===== src/rtl/multi_sensor_thermostat_band_unit_macros.svh =====
// Assertion macros shared by the thermostat band unit.
`ifndef MULTI_SENSOR_THERMOSTAT_BAND_UNIT_MACROS_SVH
`define MULTI_SENSOR_THERMOSTAT_BAND_UNIT_MACROS_SVH

// Checks a condition at every clock edge outside reset.
`define MSTB_CHECK(label, cond, msg) \
  label: assert property (@(posedge clk_i) disable iff (!rst_ni) (cond)) else $error(msg);

// Checks that a condition holds in the cycle after a trigger.
`define MSTB_NEXT(label, trig, cons, msg) \
  label: assert property (@(posedge clk_i) disable iff (!rst_ni) (trig) |=> (cons)) \
    else $error(msg);

`endif


===== src/rtl/mstb_pkg.sv =====
// Package with types, constants and scaling factors of the thermostat band unit.
package mstb_pkg;

  // Field widths.
  localparam int NumLanes = 4;
  localparam int ReadW    = 10;
  localparam int TempW    = 10;
  localparam int AvgW     = 17;
  localparam int SetW     = 7;
  localparam int CntW     = 3;
  localparam int SumW     = 12;
  localparam int NumW     = 20;
  localparam int Q5W      = 18;
  localparam int QW       = 16;
  localparam int ScaleW   = 12;
  localparam int BandW    = SetW + ScaleW;

  // Parameter defaults.
  localparam int DefNumSensors = 4;
  localparam int DefAdcBits    = 10;

  // Per-sensor scaling: floor(r * 0.488) = (r * TempMul) >> TempShift.
  localparam int TempMulW  = 22;
  localparam logic [TempMulW-1:0] TempMul = 22'd4093649;
  localparam int TempShift = 23;

  // Average scaling: floor(sum * 244 / 5) = (sum * Div5Mul) >> Div5Shift.
  localparam int Div5MulW  = 28;
  localparam logic [Div5MulW-1:0] Div5Mul = 28'd204682084;
  localparam int Div5Shift = 22;

  // Division by three: (x * Div3Mul) >> Div3Shift.
  localparam int Div3MulW  = 18;
  localparam logic [Div3MulW-1:0] Div3Mul = 18'd174763;
  localparam int Div3Shift = 19;

  // Sum to hundredths of a degree times five per sensor.
  localparam logic [7:0] SumScale = 8'd244;

  // Degrees and setpoint limits.
  localparam logic [SetW-1:0] OffsetDeg = 7'd12;
  localparam logic [SetW-1:0] SetTop    = 7'd99;
  localparam logic [SetW-1:0] MinReset  = 7'd30;
  localparam logic [SetW-1:0] MaxReset  = 7'd40;
  localparam logic signed [AvgW-1:0] OffsetCenti = 17'sd1200;

  typedef enum logic [1:0] {EV_TICK, EV_MODE, EV_DOWN, EV_UP} evt_e;
  typedef enum logic [1:0] {SCR_RUN, SCR_MIN, SCR_MAX, SCR_SENSORS} screen_e;
  typedef enum logic [2:0] {ST_IDLE, ST_LANE, ST_SUM, ST_DIV, ST_DONE} state_e;

  // What one sensor lane found.
  typedef struct packed {
    logic                    counted;
    logic [ReadW-1:0]        reading;
    logic signed [TempW-1:0] temp;
  } lane_t;

  // Stage loads for the merging unit.
  typedef struct packed {
    logic sum_en;
    logic div_en;
  } merge_ctrl_t;

  // Result of the merging unit.
  typedef struct packed {
    logic                   none;
    logic                   below;
    logic                   above;
    logic signed [AvgW-1:0] avg;
  } merge_res_t;

endpackage


===== src/rtl/mstb_lane.sv =====
// One sensor lane: masks the reading, flags it for the average and scales it to degrees.
module mstb_lane import mstb_pkg::*; #(
  parameter int ADC_BITS = DefAdcBits,
  parameter bit LANE_ON  = 1'b1
) (
  input  logic             clk_i,
  input  logic             en_i,
  input  logic [ReadW-1:0] reading_i,
  output lane_t            lane_o
);

  localparam int MaskBits = (ADC_BITS < ReadW) ? ADC_BITS : ReadW;
  localparam logic [ReadW-1:0] ReadMask = {ReadW{1'b1}} >> (ReadW - MaskBits);
  localparam int TProdW = ReadW + TempMulW;

  logic [ReadW-1:0]  read_m;
  logic [TProdW-1:0] prod;
  lane_t             lane_d, lane_q;

  // Reading times 0.488, truncated, less the offset.
  always_comb begin
    read_m         = reading_i & ReadMask;
    prod           = TProdW'(read_m) * TProdW'(TempMul);
    lane_d.counted = LANE_ON && (read_m != '0);
    lane_d.reading = read_m;
    lane_d.temp    = $signed({1'b0, prod[TProdW-1:TempShift]}) -
                     $signed(TempW'(OffsetDeg));
  end

  always_ff @(posedge clk_i) begin
    if (en_i) begin
      lane_q <= lane_d;
    end
  end

  assign lane_o = lane_q;

endmodule


===== src/rtl/mstb_merge.sv =====
// Merging stage: sums the counted lanes, divides by the count and tests the setpoint band.
module mstb_merge import mstb_pkg::*; (
  input  logic            clk_i,
  input  merge_ctrl_t     ctrl_i,
  input  lane_t           lanes_i [NumLanes],
  input  logic [SetW-1:0] min_i,
  input  logic [SetW-1:0] max_i,
  output merge_res_t      res_o
);

  localparam int P5W = SumW + Div5MulW;
  localparam int P3W = Q5W + Div3MulW;

  logic [SumW-1:0]  sum_d, sum_q;
  logic [CntW-1:0]  cnt_d, cnt_q, cnt2_q;
  logic [P5W-1:0]   prod5;
  logic [Q5W-1:0]   q5_q;
  logic [NumW-1:0]  num_q;
  logic [BandW-1:0] lo_q, hi_q;
  logic [ScaleW-1:0] scale;
  logic [P3W-1:0]   prod3;
  logic [QW-1:0]    quot;

  // Five hundred per counted sensor: the band edges in the same units as the sum.
  function automatic logic [ScaleW-1:0] band_scale(input logic [CntW-1:0] c);
    logic [ScaleW-1:0] s;
    case (c)
      3'd1:    s = 12'd500;
      3'd2:    s = 12'd1000;
      3'd3:    s = 12'd1500;
      3'd4:    s = 12'd2000;
      3'd5:    s = 12'd2500;
      3'd6:    s = 12'd3000;
      3'd7:    s = 12'd3500;
      default: s = 12'd0;
    endcase
    return s;
  endfunction

  // Sum and count of the lanes that carry a reading.
  always_comb begin
    sum_d = '0;
    cnt_d = '0;
    for (int i = 0; i < NumLanes; i++) begin
      if (lanes_i[i].counted) begin
        sum_d = sum_d + SumW'(lanes_i[i].reading);
        cnt_d = cnt_d + CntW'(1);
      end
    end
  end

  always_ff @(posedge clk_i) begin
    if (ctrl_i.sum_en) begin
      sum_q <= sum_d;
      cnt_q <= cnt_d;
    end
  end

  // Scaled sum, its fifth, and the band edges times the count.
  always_comb begin
    prod5 = P5W'(sum_q) * P5W'(Div5Mul);
    scale = band_scale(cnt_q);
  end

  always_ff @(posedge clk_i) begin
    if (ctrl_i.div_en) begin
      q5_q   <= prod5[Div5Shift +: Q5W];
      num_q  <= NumW'(sum_q) * NumW'(SumScale);
      lo_q   <= BandW'(min_i + OffsetDeg) * BandW'(scale);
      hi_q   <= BandW'(max_i + OffsetDeg) * BandW'(scale);
      cnt2_q <= cnt_q;
    end
  end

  // Division by the count: shifts for one, two and four, a reciprocal for three.
  always_comb begin
    prod3 = P3W'(q5_q) * P3W'(Div3Mul);
    case (cnt2_q)
      3'd2:    quot = QW'(q5_q >> 1);
      3'd3:    quot = prod3[Div3Shift +: QW];
      3'd4:    quot = QW'(q5_q >> 2);
      default: quot = q5_q[QW-1:0];
    endcase
  end

  // The compare is made on the exact scaled sum, not on the truncated average.
  always_comb begin
    res_o.none  = (cnt2_q == '0);
    res_o.below = (num_q < NumW'(lo_q));
    res_o.above = (num_q > NumW'(hi_q));
    res_o.avg   = res_o.none ? '0 : ($signed({1'b0, quot}) - OffsetCenti);
  end

endmodule


===== src/rtl/multi_sensor_thermostat_band_unit.sv =====
// Top level of the thermostat band unit: sequencer, lanes, merging stage and result register.
//
// Usage. Each input transfer carries one event on mode_i (sample tick, mode,
// down or up button) and four converter readings. Each event gives exactly one
// result transfer on the output channel with the load drives, the average in
// hundredths of a degree, the screen, both setpoints and the per-sensor temps.
// A result passes the sensor lanes, the lane sum, the scaling multipliers and
// the count division with the band compare before it is loaded into the
// output register. One item is in work at a time, so input ready stays low
// from an input transfer until the sequencer is back in idle, and no new item
// is taken before the last one is through; the sequencer sets that.
// The result sits in an output register, so the next input transfer is taken
// while a result still waits. If the receiver stalls, the finished item waits
// in the last step until the register frees up, and input ready stays low.
// Reset puts the run screen on, the setpoints at 30 and 40 degrees, both loads
// off, and the output channel empty.
`include "multi_sensor_thermostat_band_unit_macros.svh"

module multi_sensor_thermostat_band_unit import mstb_pkg::*; #(
  parameter int NUM_SENSORS = DefNumSensors,
  parameter int ADC_BITS    = DefAdcBits
) (
  input  logic                    clk_i,
  input  logic                    rst_ni,
  input  logic                    in_valid_i,
  output logic                    in_ready_o,
  input  logic [1:0]              mode_i,
  input  logic [ReadW-1:0]        sensor_a_i,
  input  logic [ReadW-1:0]        sensor_b_i,
  input  logic [ReadW-1:0]        sensor_c_i,
  input  logic [ReadW-1:0]        sensor_d_i,
  output logic                    out_valid_o,
  input  logic                    out_ready_i,
  output logic                    heater_on_o,
  output logic                    cooler_on_o,
  output logic signed [AvgW-1:0]  avg_temp_centi_o,
  output logic                    no_reading_o,
  output logic [1:0]              screen_mode_o,
  output logic [SetW-1:0]         low_setpoint_o,
  output logic [SetW-1:0]         high_setpoint_o,
  output logic signed [TempW-1:0] temp_a_o,
  output logic signed [TempW-1:0] temp_b_o,
  output logic signed [TempW-1:0] temp_c_o,
  output logic signed [TempW-1:0] temp_d_o
);

  state_e      state_q, state_d;
  evt_e        evt_q;
  logic [ReadW-1:0] sens_q [NumLanes];
  lane_t       lanes [NumLanes];
  merge_ctrl_t mctrl;
  merge_res_t  mres;
  logic        accept, lane_en, commit;

  screen_e         screen_q, screen_d;
  logic [SetW-1:0] min_q, min_d, max_q, max_d;
  logic            heat_q, heat_d, cool_q, cool_d;
  logic            out_valid_q, out_valid_d;
  logic signed [AvgW-1:0]  avg_q, avg_d;
  logic                    nr_q, nr_d;
  logic signed [TempW-1:0] temp_q [NumLanes];
  logic signed [TempW-1:0] temp_d [NumLanes];

  assign accept = in_valid_i && in_ready_o;

  // Input capture on transfer.
  always_ff @(posedge clk_i) begin
    if (accept) begin
      evt_q     <= evt_e'(mode_i);
      sens_q[0] <= sensor_a_i;
      sens_q[1] <= sensor_b_i;
      sens_q[2] <= sensor_c_i;
      sens_q[3] <= sensor_d_i;
    end
  end

  // Sensor lanes side by side.
  for (genvar g = 0; g < NumLanes; g++) begin : g_lane
    mstb_lane #(
      .ADC_BITS (ADC_BITS),
      .LANE_ON  (g < NUM_SENSORS)
    ) u_lane (
      .clk_i     (clk_i),
      .en_i      (lane_en),
      .reading_i (sens_q[g]),
      .lane_o    (lanes[g])
    );
  end

  mstb_merge u_merge (
    .clk_i   (clk_i),
    .ctrl_i  (mctrl),
    .lanes_i (lanes),
    .min_i   (min_q),
    .max_i   (max_q),
    .res_o   (mres)
  );

  // Sequencer next state.
  always_comb begin
    state_d = state_q;
    unique case (state_q)
      ST_IDLE: if (in_valid_i) state_d = ST_LANE;
      ST_LANE: state_d = ST_SUM;
      ST_SUM:  state_d = ST_DIV;
      ST_DIV:  state_d = ST_DONE;
      ST_DONE: if (!out_valid_q || out_ready_i) state_d = ST_IDLE;
      default: state_d = ST_IDLE;
    endcase
  end

  // Sequencer outputs.
  always_comb begin
    in_ready_o   = 1'b0;
    lane_en      = 1'b0;
    mctrl.sum_en = 1'b0;
    mctrl.div_en = 1'b0;
    commit       = 1'b0;
    unique case (state_q)
      ST_IDLE: in_ready_o   = 1'b1;
      ST_LANE: lane_en      = 1'b1;
      ST_SUM:  mctrl.sum_en = 1'b1;
      ST_DIV:  mctrl.div_en = 1'b1;
      ST_DONE: commit       = !out_valid_q || out_ready_i;
      default: commit       = 1'b0;
    endcase
  end

  // Event handling and the result fields, applied when the result is loaded.
  always_comb begin
    screen_d = screen_q;
    min_d    = min_q;
    max_d    = max_q;
    heat_d   = heat_q;
    cool_d   = cool_q;
    avg_d    = '0;
    nr_d     = 1'b0;
    for (int i = 0; i < NumLanes; i++) begin
      temp_d[i] = '0;
    end
    case (evt_q)
      EV_TICK: begin
        avg_d = mres.avg;
        nr_d  = mres.none;
        for (int i = 0; i < NumLanes; i++) begin
          temp_d[i] = lanes[i].temp;
        end
        if (screen_q == SCR_RUN) begin
          heat_d = !mres.none && mres.below;
          cool_d = !mres.none && !mres.below && mres.above;
        end
      end
      EV_MODE: begin
        screen_d = screen_e'(2'(screen_q + 2'd1));
      end
      EV_DOWN: begin
        if (screen_q == SCR_MIN && min_q != '0) begin
          min_d = min_q - SetW'(1);
        end else if (screen_q == SCR_MAX && max_q != '0) begin
          max_d = max_q - SetW'(1);
        end
      end
      EV_UP: begin
        if (screen_q == SCR_MIN && min_q < SetTop) begin
          min_d = min_q + SetW'(1);
        end else if (screen_q == SCR_MAX && max_q < SetTop) begin
          max_d = max_q + SetW'(1);
        end
      end
      default: begin
        screen_d = screen_q;
      end
    endcase
  end

  // Output channel valid.
  always_comb begin
    if (commit) begin
      out_valid_d = 1'b1;
    end else if (out_ready_i) begin
      out_valid_d = 1'b0;
    end else begin
      out_valid_d = out_valid_q;
    end
  end

  // Control and thermostat state.
  always_ff @(posedge clk_i or negedge rst_ni) begin
    if (!rst_ni) begin
      state_q     <= ST_IDLE;
      out_valid_q <= 1'b0;
      screen_q    <= SCR_RUN;
      min_q       <= MinReset;
      max_q       <= MaxReset;
      heat_q      <= 1'b0;
      cool_q      <= 1'b0;
    end else begin
      state_q     <= state_d;
      out_valid_q <= out_valid_d;
      if (commit) begin
        screen_q <= screen_d;
        min_q    <= min_d;
        max_q    <= max_d;
        heat_q   <= heat_d;
        cool_q   <= cool_d;
      end
    end
  end

  // Result payload.
  always_ff @(posedge clk_i) begin
    if (commit) begin
      avg_q  <= avg_d;
      nr_q   <= nr_d;
      temp_q <= temp_d;
    end
  end

  // The drives, screen and setpoints change only when a result is loaded,
  // so they stand for the result that waits.
  assign out_valid_o      = out_valid_q;
  assign heater_on_o      = heat_q;
  assign cooler_on_o      = cool_q;
  assign avg_temp_centi_o = avg_q;
  assign no_reading_o     = nr_q;
  assign screen_mode_o    = screen_q;
  assign low_setpoint_o   = min_q;
  assign high_setpoint_o  = max_q;
  assign temp_a_o         = temp_q[0];
  assign temp_b_o         = temp_q[1];
  assign temp_c_o         = temp_q[2];
  assign temp_d_o         = temp_q[3];

  // Checks.
  `MSTB_CHECK(a_drive_excl, !(heat_q && cool_q), "heater and cooler both on")
  `MSTB_CHECK(a_set_range, (min_q <= SetTop) && (max_q <= SetTop), "setpoint above top")
  `MSTB_CHECK(a_nr_avg, !(out_valid_q && nr_q) || (avg_q == '0), "average set with no reading")
  `MSTB_NEXT(a_accept_seq, accept, state_q == ST_LANE, "transfer did not start the lanes")

endmodule

===== config.mk =====
export PLATFORM = sky130hd
export DESIGN_NAME = multi_sensor_thermostat_band_unit
export DESIGN_NICKNAME = d
export VERILOG_FILES = /design/src/rtl/mstb_pkg.sv /design/src/rtl/mstb_lane.sv /design/src/rtl/mstb_merge.sv /design/src/rtl/multi_sensor_thermostat_band_unit.sv
export VERILOG_INCLUDE_DIRS = /design/src /design/src/rtl
export SDC_FILE = /design/constraint.sdc
export NUM_CORES = 2
export LEC_CHECK = 0
export BUFFER_PORTS_ARGS = -buffer_cell sky130_fd_sc_hd__clkbuf_2
export CORE_ASPECT_RATIO = 0.8
export CORE_MARGIN = 5
export CORE_UTILIZATION = 30
export CTS_CLUSTER_SIZE = 30
export DETAILED_ROUTE_END_ITERATION = 8
export GPL_TIMING_DRIVEN = 0
export SLEW_MARGIN = 20
export SYNTH_ARGS = -nofsm -noshare
export SYNTH_HDL_FRONTEND = slang
export SYNTH_SLANG_ARGS = --single-unit

===== constraint.sdc =====
create_clock -name clk_i -period 8.5 [get_ports clk_i]
set_input_delay 0.425 -clock clk_i [delete_from_list [all_inputs] [get_ports clk_i]]
set_output_delay 0.425 -clock clk_i [all_outputs]
set_load 0.02 [all_outputs]

==> Yosys cells after proc, flatten, opt, wreduce, memory -nomap -nowiden <==
Memory sizes are Yosys's and may differ from the RTL's.
Cells that the tools add are included.
{ "classes": {"mux": 30, "magnitude_cmp": 4, "reduce_logical": 30, "n_eq_ne": 27, "multipliers": 9, "bitwise_logic": 1, "add_sub_neg": 18} }
{ "op_table": {"columns": ["cell", "count"], "rows": [
  ["$mul 10x22->32 const B", 4],
  ["$pmux 12 s7", 1],
  ["$pmux 16 s3", 1],
  ["$mux 7", 6],
  ["$reduce_bool 10->1", 4],
  ["$sub 9x4->10 const B", 4],
  ["$mul 12x26->38 const B", 1],
  ["$mul 19x12->19", 2],
  ["$mux 12", 3],
  ["$mul 18x18->35 const B", 1],
  ["$pmux 7 s2", 2],
  ["$add 12x10->12", 2],
  ["$gt 20x19->1", 1],
  ["$lt 20x19->1", 1],
  ["$eq 3x2->1 const B", 6],
  ["$eq 3x3->1 const B", 6],
  ["$mul 12x6->18 const B", 1],
  ["$sub 16x11->17 const B", 1],
  ["$add 7x4->8 const B", 2],
  ["$ne 2x2->1 const B", 8],
  ["$mux 3", 5],
  ["$pmux 3 s5", 1],
  ["$add 7x1->7 const B", 2],
  ["$lt 7x7->1 const B", 2],
  ["23 further kinds", 52]
]} }
{ "word_totals": {"output_inout_bits": 78, "regBits": 258, "mem_count": 1, "ramBits": 40, "word_cells": 153, "input_bits": 46} }
{ "memory_table": {"columns": ["memory", "words", "width", "rd", "rd_ports_with_merged_regs", "wr", "line_no", "text"], "rows": [
  ["sens_q", 4, 10, 4, 0, 4, "multi_sensor_thermostat_band_unit.sv:49", "logic [ReadW-1:0] sens_q [NumLanes];"]
]} }

==> Depth between registers and ports, before layout <==
{ "depth": {"depth_word": 7, "ltp_mapped": 25, "depth_no_buf": 24} }

==> Modules after synthesis <==
From an unflattened synthesis, not the netlist that was laid out.
{ "unflattened": {"cells_unflattened": 4391, "area_unflattened_um2": 44422.6} }
{ "by_module_without_submodules": {"columns": ["module", "cells_each", "n_inst", "area_per_inst_um2", "seq_area_each_um2"], "rows": [
  ["mstb_merge", 2382, 1, 22089.9, 2642.5],
  ["mstb_lane (g_lane[0].u_lane ...)", 417, 3, 4327.9, 630.6],
  ["multi_sensor_thermostat_band_unit", 316, 1, 4909.7, 3560.9],
  ["mstb_lane (g_lane[1].u_lane)", 442, 1, 4439.3, 630.6]
]} }

==> Worst setup path before layout <==
No wires, ideal clock.
{ "synth_path": {"path_type": "reg2reg", "start": "register state_q[2]", "end": "register state_q[1]", "stages_incl_launch_ff": 3, "arrival_time_ns": 7.184, "setup_slack_ns": 1.216, "required_time_ns": 8.399, "path_buffers": 0, "synth_period_minus_slack_ns": 7.284, "setup_time_ns": 0.101, "path_cell_list": "dfrtp_1 > nor3b_1 > or2_2"} }
{ "synth_between": {"elab_chain_cells": 3, "elab_cells_between_ends": 9, "classes_between": "eq/ne (6); mux (1); reduce/logical (2)"} }
{ "synth_lines": {"columns": ["item", "line_no", "text"], "rows": [
  ["from (decl)", "multi_sensor_thermostat_band_unit.sv:47", "state_e state_q, state_d;"],
  ["from (signal assigned)", "multi_sensor_thermostat_band_unit.sv:198", "state_q <= state_d;"],
  ["$eq 3x3->1 or $logic_not 3->1 (tied branches)", "multi_sensor_thermostat_band_unit.sv:102", "unique case (state_q)"],
  ["$ne 2x2->1 (no source line)", null, null],
  ["$reduce_and 2->1 (no source line)", null, null]
]} }
Several ways; a longest one is shown, not always the timed one.
A chain may end at the register's enable or synchronous reset.

==> Final worst setup path <==
{ "layout_path": {"start": "register u_merge.q5_q[1]", "end": "register avg_q[12] (netlist: avg_temp_centi_o[12]), data pin"} }
{ "layout_between": {"elab_chain_cells": 3} }
{ "layout_lines": {"columns": ["item", "line_no", "text"], "rows": [
  ["from (decl)", "mstb_merge.sv:17", "logic [Q5W-1:0] q5_q;"],
  ["from (signal assigned)", "mstb_merge.sv:67", "q5_q <= prod5[Div5Shift +: Q5W];"],
  ["$mul 18x18->35", "mstb_merge.sv:77", "prod3 = P3W'(q5_q) * P3W'(Div3Mul);"],
  ["$pmux 16 s3 *", "mstb_merge.sv:78", "case (cnt2_q)"],
  ["$sub 16x11->17 *", "mstb_merge.sv:91", "res_o.avg = res_o.none ? '0 : ($signed({1'b0, quot}) - OffsetCenti);"],
  ["to (signal assigned)", "multi_sensor_thermostat_band_unit.sv:213", "avg_q <= avg_d;"],
  ["to (decl)", "multi_sensor_thermostat_band_unit.sv:59", "logic signed [AvgW-1:0] avg_q, avg_d;"]
]} }
Mark *: on every way between the ends. The rest lies on a longest branch, timed or not.

==> results_dict.tcl <==
set metrics [dict create \
    vias_per_cell 4.531 \
    fin_crit_sh_pct 88.15 \
    cp-end-kind "register" \
    ys_async_sr_fraction_pct 7.483 \
    initial_core_util_pct 30.14 \
    grt_overflow 0 \
    synth_xor_xnor_area_share_pct 3.852 \
    wl_per_cell_um 15.72 \
    drc_errors 0 \
    min_period_ps 7493 \
    layout-drive-gt1-share_pct 6.170 \
    synth_edf_count 272 \
    drt_wl_total_mm 98.51 \
    synth_cells 4137 \
    yosys_warnings 0 \
    layout_common_cells "997 x inv_1, 774 x ha_1, 587 x fa_1, 272 x edfxtp_1, 192 x nand2_1" \
    arrival_ps 7830 \
    seq_area_frac_synth_pct 20.30 \
    layout.nets 5758 \
    dr_wl_met2_mm 43.41 \
    finalHoldViolCount 0 \
    hold_ws_ps 38.30 \
    outcome "completed" \
    wl_met1_mm 49.19 \
    netlist_area_sq_um 42980 \
    synth_compound_area_share_pct 7.974 \
    synth-simple-area-share_pct 7.857 \
    root_buffer "clkbuf_16" \
    crit-reg2reg-launch "u_merge.q5_q[1]" \
    grt_max_degree 49 \
    final-setup-viol-count 0 \
    synthFlopType "edfxtp_1" \
    vias 28400 \
    rows 124 \
    cts_resized 0 \
    top_layer_used "met4" \
    tns_ps 0 \
    start_kind "register" \
    drt-initial-drc-count 1608 \
    core_area_sq_um 142600 \
    syn-num-nets 5544 \
    wl_met3_mm 4.491 \
    ys_seq_elements 294 \
    cap_viol_max_count 0 \
    cts_buffers 37 \
    clk_pin_slew_ps 60 \
    rsz0062_at_grt "false" \
    grt_usage_pct 13.39 \
    grt_pass1_wl_mm 162.6 \
    fin_util_pct 33.48 \
    synthToLayoutAreaGrowth_pct 11.06 \
    clockBufferDepth 3 \
    crit_required_ps 8830 \
    skew_ps 36.16 \
    hp-class "input port to register" \
    routabilityCongestion 0.8715 \
    fp.dieW_um 433.2 \
    cts_htree_levels 2 \
    synth.distinct_cells 80 \
    grt_pass1_vias 30050 \
    ios 124 \
    dieArea_sq_um 151000 \
    tightest_slew_ps 1048 \
    worstSetupStartpoint "u_merge.q5_q[1]" \
    port_buffers 123 \
    cp_max_fo 9 \
    postRouteAntennaNets 0 \
    dp_hpwl_mm 83.09 \
    synth_mux_area_share_pct 0.8734 \
    final_common_cell "inv_1" \
    synthAdderAreaFrac_pct 49.87 \
    worstSetupPathType "register to register" \
    hp-start "sensor_b_i[3]" \
    synth.avg_cell_area_sq_um 10.39 \
    insertion_delay_ps 620 \
    antenna_found_initial 3 \
    cts.sinks 294 \
    slew_violations 0 \
    cts_tree "built" \
    firstDrtPassIters 5 \
    die_h_um 348.5 \
    slew_headroom_pct 29.87 \
    fmax_ghz 0.1335 \
    synth_top_family_by_area "adder cells" \
]
[stage by stage]
step           setup slack, ps  area (sq um)  instances
6_report                  1007         47730       6267
5_1_grt                  644.5         47730       6267
4_1_cts                   1023         47730       6266
3_5_place_dp              1088         46150       6163
3_3_place_gp             -2802         45960       6150
2_1_floorplan             1216         42980       4137
[layout make-up]
type	count	area (sq um)
Multi-Input combinational cell	2782	30280
Antenna cell	1	2.502
Clock buffer	40	937.1
Tap cell	1890	2365
Clock inverter	24	256.5
Fill cell	14370	94850
Inverter	997	3742
Buffer	64	246.5
Timing Repair Buffer	175	1175
Sequential cell	294	8726
[per-layer routing]
metal / global-route usage (%) / up-vias
li1: - / 13920
met1: 19.66 / 13920
met2: 21.30 / 482
met3: 2.020 / 75
met4: 2.079 / 0
met5: 0 / -
[registers in the layout (all words and copies together), names as in the netlist, 2 cells and up]
register	cells
u_merge.q5_q	18
temp_b_o	10
u_merge.sum_q	12
state_q	3
evt_q	2
temp_d_o	10
screen_mode_o	2
high_setpoint_o	7
u_merge.num_q	18
u_merge.cnt2_q	3
avg_temp_centi_o	17
temp_a_o	10
u_merge.cnt_q	3
low_setpoint_o	7
sens_q	40
u_merge.hi_q	17
temp_c_o	10
u_merge.lo_q	17
g_lane.u_lane.lane_o	84
[critical path, stage by stage (launching register included)]
cell,delay [ps]
edfxtp_1,600
ha_1,470
xor2_1,330
ha_1,210
a21oi_1,60
fa_1,500
inv_1,60
fa_1,500
fa_1,540
inv_1,60
fa_1,600
inv_1,70
ha_1,410
and4_4,290
nand2_2,70
or4_4,540
o211ai_1,210
o221ai_2,140
or2_2,360
ha_1,240
a2bb2oi_1,180
o31ai_1,470
nand3_1,130
nor3b_1,170
[synthesized netlist by cell type, types with 17 or more instances]
library cell	n	area share, %
a211oi_1	25	0.44
a21o_1	57	1.0
a21oi_1	155	1.8
and2_1	91	1.3
clkbuf_1	54	0.47
edfxtp_1	272	19
fa_1	587	27
ha_1	774	23
inv_1	997	8.7
mux2_2	26	0.68
nand2_1	192	1.7
nand3_1	35	0.41
nand4_1	25	0.36
nor2_1	154	1.3
nor2b_1	30	0.44
nor3_1	40	0.47
o211ai_1	23	0.40
o21a_1	27	0.47
o21ai_0	92	1.1
o21bai_1	17	0.30
xnor2_1	131	2.7
xor2_1	58	1.2
[cell families (layout without fill, tap and decap cells)]
group / count (synthesis) / in the layout
buffers and inverters: 1061 / 1300
AOI/OAI and AO/OA: 520 / 520
xor gates and xnor gates: 189 / 189
and+or+nand+nor: 679 / 679
muxes: 33 / 33
adders and majority gates: 1361 / 1361
DFF: 294 / 294
other: 0 / 1
[final timing paths]
path                       slack, ps  cells past startpoint              endpoint
setup reg to reg                1010                     23  avg_temp_centi_o[12]
min in group asynchronous        380                      2            state_q[0]
hold reg to reg                  520                      1           temp_c_o[8]
max in group asynchronous       7720                      2     low_setpoint_o[0]
setup / recovery                1010                     23  avg_temp_centi_o[12]
hold / removal                    40                      1          sens_q[1][3]
[what timing repair did]
action | CTS | global route
endpoints found under the hold margin | 54 | 0
buffers inserted | 0 | 0
hold buffers | 39 | 0
endpoints found under the setup margin | 0 | 0
Power is not shown: default switching activity piles up to over one toggle a cycle in this logic, so the estimate is an artifact.
